==> src/rtl/core/gift_wrap_convex_hull_top_macros.svh <==
// Assertion macros for the convex hull block
`ifndef GIFT_WRAP_CONVEX_HULL_TOP_MACROS_SVH
`define GIFT_WRAP_CONVEX_HULL_TOP_MACROS_SVH

// same-cycle implication
`define GWCH_ASSERT_NOW(label, clk, rst, ante, cons, msg) \
   label: assert property (@(posedge clk) disable iff (rst) (ante) |-> (cons)) \
      else $error(msg);

// next-cycle implication
`define GWCH_ASSERT_NEXT(label, clk, rst, ante, cons, msg) \
   label: assert property (@(posedge clk) disable iff (rst) (ante) |=> (cons)) \
      else $error(msg);

`endif

==> src/rtl/core/gwch_pkg.sv <==
// Shared types, constants and helpers for the convex hull block
package gwch_pkg;

   localparam int MAX_POINTS = 64;
   localparam int COORD_BITS = 16;
   localparam int IDX_BITS   = $clog2(MAX_POINTS);
   localparam int CNT_BITS   = IDX_BITS + 1;
   localparam int MIN_POINTS = 3;

   typedef logic signed [COORD_BITS-1:0]   coord_type;
   typedef logic signed [COORD_BITS:0]     delta_type;
   typedef logic [COORD_BITS:0]            dist_type;
   typedef logic signed [2*COORD_BITS+1:0] prod_type;
   typedef logic signed [2*COORD_BITS+2:0] cross_type;
   typedef logic [IDX_BITS-1:0]            idx_type;
   typedef logic [CNT_BITS-1:0]            cnt_type;
   typedef logic [1:0]                     status_type;

   localparam status_type STATUS_OK       = 2'd0;
   localparam status_type STATUS_TOO_FEW  = 2'd1;
   localparam status_type STATUS_DROPPED  = 2'd2;
   localparam status_type STATUS_WALK_OVF = 2'd3;

   typedef struct packed {
      coord_type x;
      coord_type y;
   } point_type;

   typedef struct packed {
      logic      start;
      delta_type cand_dx;
      delta_type cand_dy;
      delta_type pt_dx;
      delta_type pt_dy;
      dist_type  cand_dist;
      dist_type  pt_dist;
   } orient_req_type;

   typedef struct packed {
      logic done;
      logic replace;
   } orient_rsp_type;

   function automatic delta_type delta_of(coord_type a, coord_type b);
      return delta_type'(a) - delta_type'(b);
   endfunction

   // magnitude of a coordinate difference never exceeds 2**COORD_BITS - 1
   function automatic logic [COORD_BITS-1:0] abs_delta(delta_type d);
      delta_type m;
      m = (d < 0) ? -d : d;
      return m[COORD_BITS-1:0];
   endfunction

endpackage

==> src/rtl/core/gwch_orient.sv <==
// Shared multiplier unit: orientation test of a point against the candidate
module gwch_orient import gwch_pkg::*; (
   input  logic           clock,
   input  logic           reset,
   input  orient_req_type orient_req,
   output orient_rsp_type orient_rsp
);

   typedef enum logic [1:0] {OR_IDLE, OR_MUL_A, OR_MUL_B, OR_CMP} or_state_type;

   or_state_type state_ff, state_in;
   prod_type     prod_a_ff, prod_a_in;
   prod_type     prod_b_ff, prod_b_in;
   delta_type    mul_l, mul_r;
   prod_type     mul_out;
   cross_type    cross_val;

   // one multiplier, two passes
   always_comb begin
      if (state_ff == OR_MUL_A) begin
         mul_l = orient_req.cand_dx;
         mul_r = orient_req.pt_dy;
      end else begin
         mul_l = orient_req.pt_dx;
         mul_r = orient_req.cand_dy;
      end
   end

   assign mul_out   = prod_type'(mul_l) * prod_type'(mul_r);
   assign cross_val = cross_type'(prod_a_ff) - cross_type'(prod_b_ff);

   always_comb begin
      state_in  = state_ff;
      prod_a_in = prod_a_ff;
      prod_b_in = prod_b_ff;
      case (state_ff)
         OR_IDLE: begin
            if (orient_req.start) state_in = OR_MUL_A;
         end
         OR_MUL_A: begin
            prod_a_in = mul_out;
            state_in  = OR_MUL_B;
         end
         OR_MUL_B: begin
            prod_b_in = mul_out;
            state_in  = OR_CMP;
         end
         OR_CMP: begin
            state_in = OR_IDLE;
         end
         default: state_in = OR_IDLE;
      endcase
   end

   always_comb begin
      orient_rsp.done    = (state_ff == OR_CMP);
      orient_rsp.replace = (cross_val > 0) ||
                           ((cross_val == 0) && (orient_req.pt_dist >= orient_req.cand_dist));
   end

   always_ff @(posedge clock) begin
      if (reset) begin
         state_ff <= OR_IDLE;
      end else begin
         state_ff <= state_in;
      end
      prod_a_ff <= prod_a_in;
      prod_b_ff <= prod_b_in;
   end

endmodule

==> config.mk <==
export PLATFORM = sky130hd
export DESIGN_NAME = gwch_orient
export DESIGN_NICKNAME = d
export VERILOG_FILES = /design/src/rtl/core/gift_wrap_convex_hull_top_macros.svh /design/src/rtl/core/gwch_pkg.sv /design/src/rtl/core/gwch_orient.sv
export SDC_FILE = /design/constraint.sdc
export NUM_CORES = 1
export LEC_CHECK = 0
export BUFFER_PORTS_ARGS = -buffer_cell sky130_fd_sc_hd__buf_2
export CORE_UTILIZATION = 51
export CTS_BUF_LIST = sky130_fd_sc_hd__clkbuf_8
export CTS_CLUSTER_DIAMETER = 100
export DETAILED_ROUTE_END_ITERATION = 8
export PLACE_DENSITY = 0.72
export SLEW_MARGIN = 20
export SYNTH_ARGS = -nofsm -noshare
export SYNTH_HDL_FRONTEND = slang
export SYNTH_SLANG_ARGS = --single-unit
export TNS_END_PERCENT = 5
==> constraint.sdc <==
create_clock -name clock -period 8.7 [get_ports clock]
set_input_delay 0.435 -clock clock [delete_from_list [all_inputs] [get_ports clock]]
set_output_delay 0.435 -clock clock [all_outputs]
set_load 0.03 [all_outputs]
* After elaboration in Yosys (flattened, before gate mapping)
Index checks and enable logic that the tools add are counted.
** Storage, ports and cells
- Bits in latches :: 0
- Memories kept :: 0
- Flip-flop bits (word level) :: 70
- Memory bits (read-only) :: 0
- Bits of input ports :: 105
- RAM bits :: 0
- Output and inout bits :: 2
** Operators by class
- Divide/modulo/power cells :: 0
- Bitwise gates (word level) :: 0
- Shifts and indexed selects :: 0
- Add/sub/neg operators :: 1
- Multiplexer cells :: 4
- Equal/unequal tests :: 4
- Multipliers :: 1
- Magnitude comparators :: 2
- Reductions and logical operators :: 4
** Operators by type and width (count)
- > comparator 35 x 1 -> 1 bit (second input constant) :: 1
- logical NOT 35 bit :: 1
- subtractor 34 x 34 -> 35 bit :: 1
- multiplier 17 x 17 -> 34 bit :: 1
- two-way mux 17 bit :: 2
- greater-or-equal comparator 17 bit :: 1
- case mux 2 bit (4 select lines) :: 1
- == test 2 bit (second input constant) :: 2
- == test 2 x 1 -> 1 bit (second input constant) :: 1
- logical NOT 2 bit :: 1
- two-way mux 2 bit :: 1
- != test 2 bit (second input constant) :: 1
- logical AND 1 bit :: 1
- logical OR 1 bit :: 1

* Depth between registers and ports, before layout
Gate-level depths: netlist of the first run.
- Word-level depth :: 4
- Gate-level depth with buffers :: 31
- Gate-level depth less buffers :: 28

* Worst setup path after synthesis of the first run
No wires, ideal clock.
- Kind :: flip-flop to flip-flop
- Start point :: register state_ff[1]
- End point :: register prod_a_ff[32] (data pin)
- Data arrival time :: 8.002 ns
- Setup time :: 0.262 ns
- Clock period less this slack :: 8.264 ns
- Cell stages (with the launch flop) :: 29
- Path buffers :: 3
- Path slack :: 0.436 ns
- Required time :: 8.438 ns
- Path through :: dfxtp_1 -> inv_1 -> ha_1 -> clkbuf_1 -> clkbuf_1 -> clkbuf_1 -> mux2i_1 -> nor2_1 -> fa_1 -> inv_1 -> fa_1 -> fa_1 -> inv_1 -> fa_1 -> fa_1 -> inv_1 -> fa_1 -> inv_1 -> ha_1 -> a21o_1 -> a21o_1 -> a21oi_1 -> o21ai_0 -> o41ai_1 -> or3_1 -> a31oi_1 -> o21a_1 -> nor2_1 -> xnor2_1
** On the way
- Word-level cells in the longest chain between the ends :: 3
- Elaborated cells between the ends (all ways) :: 4
- Those cells by class :: 1 x mul; 1 x eq/ne; 2 x mux
** Ends and longest elaborated chain
- from (decl) :: RTL line gwch_orient.sv:11 : or_state_type state_ff, state_in;
- from (signal assigned) :: RTL line gwch_orient.sv:65 : state_ff <= state_in;
- == test 2 x 1 -> 1 bit * :: RTL line gwch_orient.sv:20 : if (state_ff == OR_MUL_A) begin
- two-way mux 17 bit :: RTL line gwch_orient.sv:20
- multiplier 17 x 17 -> 34 bit * :: RTL line gwch_orient.sv:29 : assign mul_out = prod_type'(mul_l) * prod_type'(mul_r);
- named net mul_out[32] :: RTL line gwch_orient.sv:15 : prod_type mul_out;
- to (signal assigned) :: RTL line gwch_orient.sv:67 : prod_a_ff <= prod_a_in;
- to (decl) :: RTL line gwch_orient.sv:12 : prod_type prod_a_ff, prod_a_in;
The timed path passes the listed nets; every way through them passes the cells marked *.
A chain may end at the register's enable or synchronous reset.

* Worst setup path after layout of the first run
Ends and elaborated chain as after synthesis.

==> results.md, run 1 <==
- Gp weighted congestion: 0.964
- Post-synth EDFFs: 68
- Clk sinks: 70
- Cell area after layout: 16900 um^2
- Setup Skew: 0.0121 ns
- Vias/cell: 5.39
- CP startpoint kind: flop
- Share of cells above drive strength 1: 10.8%
- Fin nets: 2309
- # Post-CTS Setup Buffers: 0
- Crit path required time: 8.79 ns
- Clock buffer depth: 2
- RSZ-0062 raised after global routing: false
- H-tree depth: 3
- CTS buffer count: 9
- Synth Warn #: 0
- Max Freq: 124 MHz
- Routed wire length: 37000 um
- Top-area cell type share of the netlist area: 38.3%
- Syn-to-layout area delta: 8.58%
- Tmin final: 8.04 ns
- CTS tree: done
- Routed len/inst: 17.1 um
- Worst Tran Pin Value: 1.08 ns
- Antenna cells: 0
- Cell Rows: 63
- Cell Count Post-Placement: 2145
- Status: finished clean
- Die W: 177 um
- R2R Setup Slk: 0.66 ns
- First-pass GRT wire length: 61600 um
- Post-DP Area: 16600 um^2
- Initial antenna violation count: 0
- # hold bufs at CTS: 0
- Via Count: 11637
- Top Ports: 107
- Fin Setup TNS: 0 ns
- Synth Area per Inst: 9.39 um^2
- Area leader, netlist: fa_1
- Reg clk slew, reported paths: 0.08 ns
- WP data arrival: 8.13 ns
- Core area: 29800 um^2
- RR Startpoint: state_ff[1]
- Final Hold Fails: 0
- R2r worst-path depth: 27
- Critical Path End: prod_a_ff[32]
- DRC: 0
- Max_slew headroom: 25.7%
- Resized Gates After CTS: 0
- Root buffer cell: clkbuf_8
- Die height: 177 um
- Starting Density: 52.2%
- Vias in the first global route: 12565
- Fin. max-slew vios: 0
- Synth top cells by count: inv_1, fa_1, nor2_1, nand2_1, ha_1
- DRT iter0 DRCs: 604
- DRT Pass-1 Iters: 7
- Top_reg_cell synth: edfxtp_1
- Die area: 31200 um^2
- Port Buf Inserts: 106
- Setup violations, final: 0
- Clock Latency Late Sink: 0.35 ns
- Post-Layout Cell Count: 2161
- Register area share after synthesis: 13.4%
- Gr usage total: 25.3%
- Crit path from: state_ff[1]
- Worst setup EP type: flop
- Synth Net Count: 2198
- Crit path max fanout: 31
- FFs w/ async S/R, synth: 0%
- Cell count after synthesis: 1655
- Grt ovf: 0
- Max Cap Violations: 0
- Mapped Area: 15500 um^2
- Synth area leaders: fa_1, edfxtp_1, ha_1
- Distinct cells, synth: 64
- Final period util: 92.4%
- Hold Path Class: input port to flop
- Synthesized flop and latch total: 70
- R2r endpoint: prod_a_ff[32]
- Largest net degree at the start of global routing: 36
- Post-DP HPWL: 31900 um
- Worst setup path category: flop to flop
- Post-route ant nets: 0
- Most frequent cell after synthesis: inv_1
-- stage by stage --
| stage | setup slack [ns] | utilization [%] | hold WS (ns) |
|---|---|---|---|
| floorplan | 0.436 | - | 0.507 |
| global placement | 0.921 | 55.9 | 0.546 |
| detailed placement | 0.671 | 55.9 | 0.561 |
| CTS | 0.674 | 56.6 | 0.308 |
| global route | 0.216 | 56.6 | 0.321 |
| finish | 0.659 | 56.6 | 0.326 |
-- sequential cells by signal, indices dropped and copies added, names as in the netlist --
signal,count
prod_a_ff,34
prod_b_ff,34
state_ff,2
-- worst min path at each step --
stage                            from           to  slack, ns  depth (start not counted)
after detailed placement  state_ff[1]  state_ff[1]       0.56                          2
after CTS                       reset  state_ff[1]       0.31                          2
after floorplan                 reset  state_ff[1]       0.51                          1
after global placement    state_ff[1]  state_ff[1]       0.55                          2
final                           reset  state_ff[1]       0.33                          2
after global routing            reset  state_ff[1]       0.32                          2
-- layer usage --
layer | vias up | global-route usage, % | wire, um
met5 | - | 0 | 0
met4 | 0 | 8.51 | 1110
met3 | 69 | 3.25 | 2100
met2 | 411 | 43.7 | 17800
met1 | 5704 | 32.7 | 16000
li1 | 5453 | - | -
-- final cells by class --
| type | instances | area, um^2 |
|---|---|---|
| Fill cell | 2655 | 12900 |
| Multi-Input combinational cell | 1208 | 12100 |
| Sequential cell | 70 | 2080 |
| Inverter | 343 | 1290 |
| Timing Repair Buffer | 134 | 741 |
| Tap cell | 390 | 488 |
| Clock buffer | 9 | 124 |
| Clock inverter | 7 | 105 |
-- cells in the final DEF, fill, tap and decap left out, drive strengths merged, types with 10 or more instances in the layout --
| cell | netlist | final |
|---|---|---|
| o21a | 10 | 10 |
| nand3 | 21 | 21 |
| nand2b | 19 | 19 |
| inv | 343 | 345 |
| buf | 3 | 134 |
| xor2 | 11 | 11 |
| xnor2 | 38 | 38 |
| a21o | 22 | 22 |
| edfxtp | 68 | 68 |
| mux2i | 39 | 39 |
| nor2b | 10 | 10 |
| nor2 | 207 | 207 |
| fa | 297 | 297 |
| ha | 141 | 141 |
| mux2 | 26 | 26 |
| a21oi | 65 | 65 |
| o21ai | 34 | 34 |
| nand2 | 157 | 157 |
-- worst max-delay path, stage by stage, from the launching register on --
cell and delay, ns:
dfxtp_1 0.35, inv_1 0.14, ha_4 0.46, buf_4 0.39, buf_4 0.24, mux2_2 0.46
nand2_1 0.14, inv_1 0.10, fa_1 0.50, inv_1 0.06, fa_1 0.49, fa_1 0.51
inv_1 0.05, fa_1 0.49, fa_1 0.49, inv_1 0.05, fa_1 0.48, inv_1 0.04
ha_1 0.34, a21o_1 0.19, a21oi_1 0.18, o21ai_0 0.13, o41ai_1 0.73, or3_1 0.23
a31oi_1 0.08, o21a_1 0.18, nor2_1 0.12, xnor2_1 0.09
-- cell families (layout without fill, tap and decap cells) --
family | Yosys count | after routing | share of synthesized area [%]
AND/OR/NAND/NOR | 463 | 463 | 12.7
buffers and inverters | 377 | 493 | 9.16
flip-flops | 70 | 70 | 13.4
AO/OA/AOI/OAI | 193 | 193 | 8.03
adder cells (fa/ha/maj) | 438 | 438 | 49.6
multiplexers | 65 | 65 | 4.40
XOR/XNOR | 49 | 49 | 2.76
Power of run 1 is not shown: default switching activity piles up to over one toggle a cycle in this logic, so the estimate is an artifact.
==> run 2, diff against run 1 <==
--- a/config.mk
+++ b/config.mk
@@ -11,6 +11,7 @@
 export CTS_CLUSTER_DIAMETER = 100
 export DETAILED_ROUTE_END_ITERATION = 8
 export PLACE_DENSITY = 0.72
+export REMOVE_ABC_BUFFERS = 1
 export SLEW_MARGIN = 20
 export SYNTH_ARGS = -nofsm -noshare
 export SYNTH_HDL_FRONTEND = slang
==> results.md, run 2 (synthesis results as in run 1) <==
- Most common cell after layout, fill and taps aside: inv_1
- Vias/cell: 5.45 (+1.1%)
- Routed len/inst: 16.9 um (-1.1%)
- Top Ports: 107 (unchanged)
- Share of cells above drive strength 1: 10.9% (+0.095 points)
- Clock buffer depth: 2 (unchanged)
- Post-route ant nets: 0 (unchanged)
- DRT Pass-1 Iters: 5 (-2)
- R2R Setup Slk: 1.06 ns (+0.40 ns)
- Tmin final: 7.64 ns (-0.399 ns)
- Max Cap Violations: 0 (unchanged)
- Die W: 177 um (unchanged)
- R2r endpoint: prod_a_ff[32]
- Worst setup EP type: flop
- Core area: 29800 um^2 (unchanged)
- Port Buf Inserts: 106 (unchanged)
- Fin Setup TNS: 0 ns (unchanged)
- Min-delay src: reset
- Gr usage total: 24.9% (-0.35 points)
- Fin nets: 2312 (+0.13%)
- Antenna cells: 0 (unchanged)
- Syn-to-layout area delta: 8.69% (about the same)
- WP data arrival: 7.73 ns (-0.40 ns)
- DRT iter0 DRCs: 733 (+21%)
- # Post-CTS Setup Buffers: 0 (unchanged)
- Routed wire length: 36700 um (-0.91%)
- R2r worst-path depth: 25 (-7.4%)
- Initial antenna violation count: 0 (unchanged)
- Most frequent cells in the layout: inv_1, fa_1, nor2_1
- Grt ovf: 0 (unchanged)
- Largest net degree at the start of global routing: 38 (+5.6%)
- Setup Skew: 0.00771 ns (-0.00441 ns)
- Die height: 177 um (unchanged)
- # hold bufs at CTS: 0 (unchanged)
- Root buffer cell: clkbuf_8
- Gp weighted congestion: 0.923 (-4.3%)
- Die area: 31200 um^2 (unchanged)
- Worst Hold Endpoint: state_ff[1]
- Cell Rows: 63 (unchanged)
- Fin. max-slew vios: 0 (unchanged)
- Setup violations, final: 0 (unchanged)
- Worst setup path category: flop to flop
- Vias in the first global route: 12613 (+0.38%)
- Status: finished clean
- Cell area after layout: 16900 um^2 (about the same)
- First-pass GRT wire length: 61200 um (-0.79%)
- H-tree depth: 3 (unchanged)
- CTS buffer count: 9 (unchanged)
- CTS tree: done
- RSZ-0062 raised after global routing: false
- Resized Gates After CTS: 0 (unchanged)
- Worst Tran Pin Value: 1.01 ns (-0.0744 ns)
- Post-DP Area: 16700 um^2 (+0.14%)
- Clock Latency Late Sink: 0.34 ns (about the same)
- DRC: 0 (unchanged)
- Utilization after layout: 56.7% (about the same)
- Crit path max fanout: 26 (-16%)
- CP startpoint kind: flop
- Hold Path Class: input port to flop
- Via Count: 11783 (+1.3%)
- Top flop regs: prod_a_ff: 34 flops, prod_b_ff: 34 flops, state_ff: 2 flops
- Clk sinks: 70 (unchanged)
- Crit path required time: 8.79 ns (about the same)
- Starting Density: 52.2% (unchanged)
- WHS Path Cells: 2 (unchanged)
- Reg clk slew, reported paths: 0.07 ns (about the same)
- RR Startpoint: state_ff[1]
- Max_slew headroom: 30.8% (+5.1 points)
- Max Freq: 131 MHz (+5.2%)
- Final Hold Fails: 0 (unchanged)
- Final period util: 87.8% (-4.6 points)
- Post-DP HPWL: 31500 um (-1.2%)
-- run 2: layer usage --
layer	vias up	GRT usage (%)	wire, um
met5	-	0	0
met4	0	8.51	1180
met3	77	4.65	2720
met2	485	42.3	17100
met1	5763	31.9	15600
li1	5458	-	-
-- run 2: worst max-delay path by stage --
stage	start	to	slack, ns	cells after the start
after floorplan	state_ff[1]	prod_a_ff[31]	-0.76	22
after global placement	state_ff[1]	prod_a_ff[32]	1.17	24
after detailed placement	state_ff[1]	prod_b_ff[32]	1.07	25
after CTS	state_ff[1]	prod_a_ff[32]	1.03	25
after global routing	state_ff[1]	prod_a_ff[30]	0.59	28
final	state_ff[1]	prod_a_ff[32]	1.06	25
-- run 2: per-stage QoR --
| step | hold WS [ns] | std cells | setup WS [ns] |
|---|---|---|---|
| after floorplan | 0.507 | 1621 | -0.763 |
| after global placement | 0.542 | 2148 | 1.17 |
| after detailed placement | 0.566 | 2148 | 1.07 |
| after CTS | 0.241 | 2164 | 1.03 |
| after global routing | 0.249 | 2164 | 0.594 |
| final | 0.258 | 2164 | 1.06 |
-- run 2: layout make-up --
class | instances | area [um^2]
Multi-Input combinational cell | 1208 | 12100
Sequential cell | 70 | 2080
Inverter | 343 | 1290
Fill cell | 2631 | 12900
Clock buffer | 10 | 138
Tap cell | 390 | 488
Timing Repair Buffer | 137 | 763
Clock inverter | 6 | 85.1
-- run 2: critical path: stages, from the launching register on --
cell	delay (ns)
dfxtp_1	0.34
inv_1	0.14
ha_4	0.45
buf_4	0.33
mux2_2	0.41
nand2_1	0.14
fa_1	0.54
inv_1	0.05
fa_1	0.52
fa_1	0.58
fa_1	0.43
fa_1	0.48
inv_1	0.05
fa_1	0.47
inv_1	0.04
ha_1	0.34
a21o_1	0.18
a21o_1	0.17
a21oi_1	0.18
o21ai_0	0.13
o41ai_1	0.69
or3_1	0.24
a31oi_1	0.08
o21a_1	0.18
nor2_1	0.11
xnor2_1	0.10
Power of run 2 is left out for the same reason.
==> run 3, diff against run 2 <==
--- a/config.mk
+++ b/config.mk
@@ -6,11 +6,11 @@
 export NUM_CORES = 1
 export LEC_CHECK = 0
 export BUFFER_PORTS_ARGS = -buffer_cell sky130_fd_sc_hd__buf_2
-export CORE_UTILIZATION = 51
+export CORE_UTILIZATION = 58
 export CTS_BUF_LIST = sky130_fd_sc_hd__clkbuf_8
 export CTS_CLUSTER_DIAMETER = 100
 export DETAILED_ROUTE_END_ITERATION = 8
-export PLACE_DENSITY = 0.72
+export PLACE_DENSITY = 0.8
 export REMOVE_ABC_BUFFERS = 1
 export SLEW_MARGIN = 20
 export SYNTH_ARGS = -nofsm -noshare
==> results.md, run 3 (synthesis results as in run 1) <==
- DRC: 19 (+19)
- FILL cells: 2038 (-23%)
- CP startpoint kind: flop
- Vias/cell: 5.62 (+3.1%)
- H-tree depth: 3 (unchanged)
- Post-DP HPWL: 31100 um (-1.1%)
- Final worst-path setup slack: 0.882 ns (-0.176 ns)
- # Post-CTS Setup Buffers: 0 (unchanged)
- Routed wire length: 36600 um (-0.12%)
- Core area: 26200 um^2 (-12%)
- Gp weighted congestion: 0.970 (+5.1%)
- Gr usage total: 28.1% (+3.2 points)
- Max_slew headroom: 41.9% (+11 points)
- Worst setup path category: flop to flop
- Failing checks: design-rule violations
- R2R Setup Slk: 0.88 ns (-0.18 ns)
- Hold Path Class: input port to flop
- DRT iter0 DRCs: 897 (+22%)
- Die W: 166 um (-6.2%)
- Area of the multi-input gates: 12100 um^2 (unchanged)
- Worst setup EP type: flop
- Setup Skew: 0.00840 ns (+0.000691 ns)
- Reg clk slew, reported paths: 0.08 ns (about the same)
- Most frequent cells in the layout: inv_1, fa_1, nor2_1
- Status: finished with violations
- Root buffer cell: clkbuf_8
- Die height: 166 um (-6.2%)
- Final Hold Fails: 0 (unchanged)
- Grt ovf: 0 (unchanged)
- Post-route ant nets: 0 (unchanged)
- Final period util: 89.9% (+2.0 points)
- Placement Setup Slack: 0.995 ns (-0.0744 ns)
- Clock Latency Late Sink: 0.34 ns (about the same)
- Max Freq: 128 MHz (-2.3%)
- Cell Rows: 59 (-6.3%)
- R2r endpoint: prod_a_ff[30]
- Critical Path End: prod_a_ff[30]
- Syn-to-layout area delta: 8.49%
- Crit path required time: 8.79 ns (about the same)
- Fin. max-slew vios: 0 (unchanged)
- # hold bufs at CTS: 0 (unchanged)
- Die area: 27500 um^2 (-12%)
- Largest net degree at the start of global routing: 36 (-5.3%)
- Max Cap Violations: 0 (unchanged)
- Top Ports: 107 (unchanged)
- First-pass GRT wire length: 61900 um (+1.3%)
- Routed len/inst: 17.4 um (+2.5%)
- Most common cell after layout, fill and taps aside: inv_1
- Vias in the first global route: 12690 (+0.61%)
- Setup violations, final: 0 (unchanged)
- Tmin final: 7.82 ns (+0.176 ns)
- RR Startpoint: state_ff[1]
- Port Buf Inserts: 106 (unchanged)
- DRT Pass-1 Iters: 8 (+3)
- CTS buffer count: 9 (unchanged)
- Fin nets: 2312 (unchanged)
- Clk sinks: 70 (unchanged)
- WP data arrival: 7.90 ns (+0.17 ns)
- Resized Gates After CTS: 0 (unchanged)
- Share of cells above drive strength 1: 10.9% (unchanged)
- Top flop regs: prod_a_ff: 34 flops, prod_b_ff: 34 flops, state_ff: 2 flops
- WHS Path Cells: 2 (unchanged)
- Starting Density: 59.3% (+7.1 points)
- Antenna cells: 0 (unchanged)
- Worst Tran Pin Value: 0.848 ns (-0.161 ns)
- Seq. cell area: 2080 um^2 (unchanged)
- Clock buffer depth: 2 (unchanged)
- Via Count: 11843 (+0.51%)
- RSZ-0062 raised after global routing: false
- CTS tree: done
- Crit path from: state_ff[1]
- R2r worst-path depth: 24 (-4.0%)
- Crit path max fanout: 18 (-31%)
- Initial antenna violation count: 0 (unchanged)
==> run 3: changes by cell type in the layout (fill, tap and decap cells not counted), sizes merged <==
cell      before  now
bufinv         2    4
clkbuf        10    9
clkinv         1    2
clkinvlp       1    0
inv          345  344
==> run 3: worst max-delay path: stages, from the launching register on <==
cell and delay, ns:
dfxtp_1 0.35, inv_1 0.14, ha_4 0.36, buf_4 0.35, mux2i_1 0.76, nor2_1 0.17, fa_1 0.72, fa_1 0.49
fa_1 0.50, fa_1 0.51, fa_1 0.49, inv_1 0.05, fa_1 0.47, inv_1 0.04, ha_1 0.30, inv_1 0.10
nor2_1 0.07, nand3_1 0.08, a21oi_1 0.07, o41ai_1 0.80, or3_1 0.23, nand2_1 0.07, o21a_1 0.17, nor2_1 0.14
xnor2_1 0.10
==> run 3: stage by stage <==
stage                     hold slack (ns)  util (%)  instance area [um^2]  setup TNS (ns)  cells
final                               0.285      64.3                 16900               0   2109
after global routing                0.275      64.3                 16900               0   2109
after CTS                           0.260      64.3                 16900               0   2109
after detailed placement            0.579      63.4                 16600               0   2093
after global placement              0.539      63.4                 16600               0   2093
after floorplan                     0.507         -                 15400          -12.65   1621
==> run 3: final cells by class <==
class | instances | share of cell area, %
clock buffer | 9 | 0.735
multi-input combinational | 1208 | 71.5
tap | 335 | 2.49
clock inverter | 7 | 0.816
sequential | 70 | 12.3
inverter | 343 | 7.63
timing repair buffer | 137 | 4.53
==> run 3: worst min path at each step <==
stage | start | end | slack, ns
finish | reset | state_ff[1] | 0.29
global route | reset | state_ff[1] | 0.27
CTS | reset | state_ff[1] | 0.26
detailed placement | state_ff[1] | state_ff[1] | 0.58
global placement | state_ff[1] | state_ff[1] | 0.54
floorplan | reset | state_ff[1] | 0.51
==> run 3: metal layers <==
layer | global-route usage, % | vias up | wire (um)
met4 | 9.31 | 0 | 1070
met2 | 48.2 | 554 | 17600
met1 | 37.3 | 5743 | 15300
li1 | - | 5457 | -
met3 | 3.61 | 89 | 2650
met5 | 0 | - | 0
Power of run 3 is left out for the same reason.
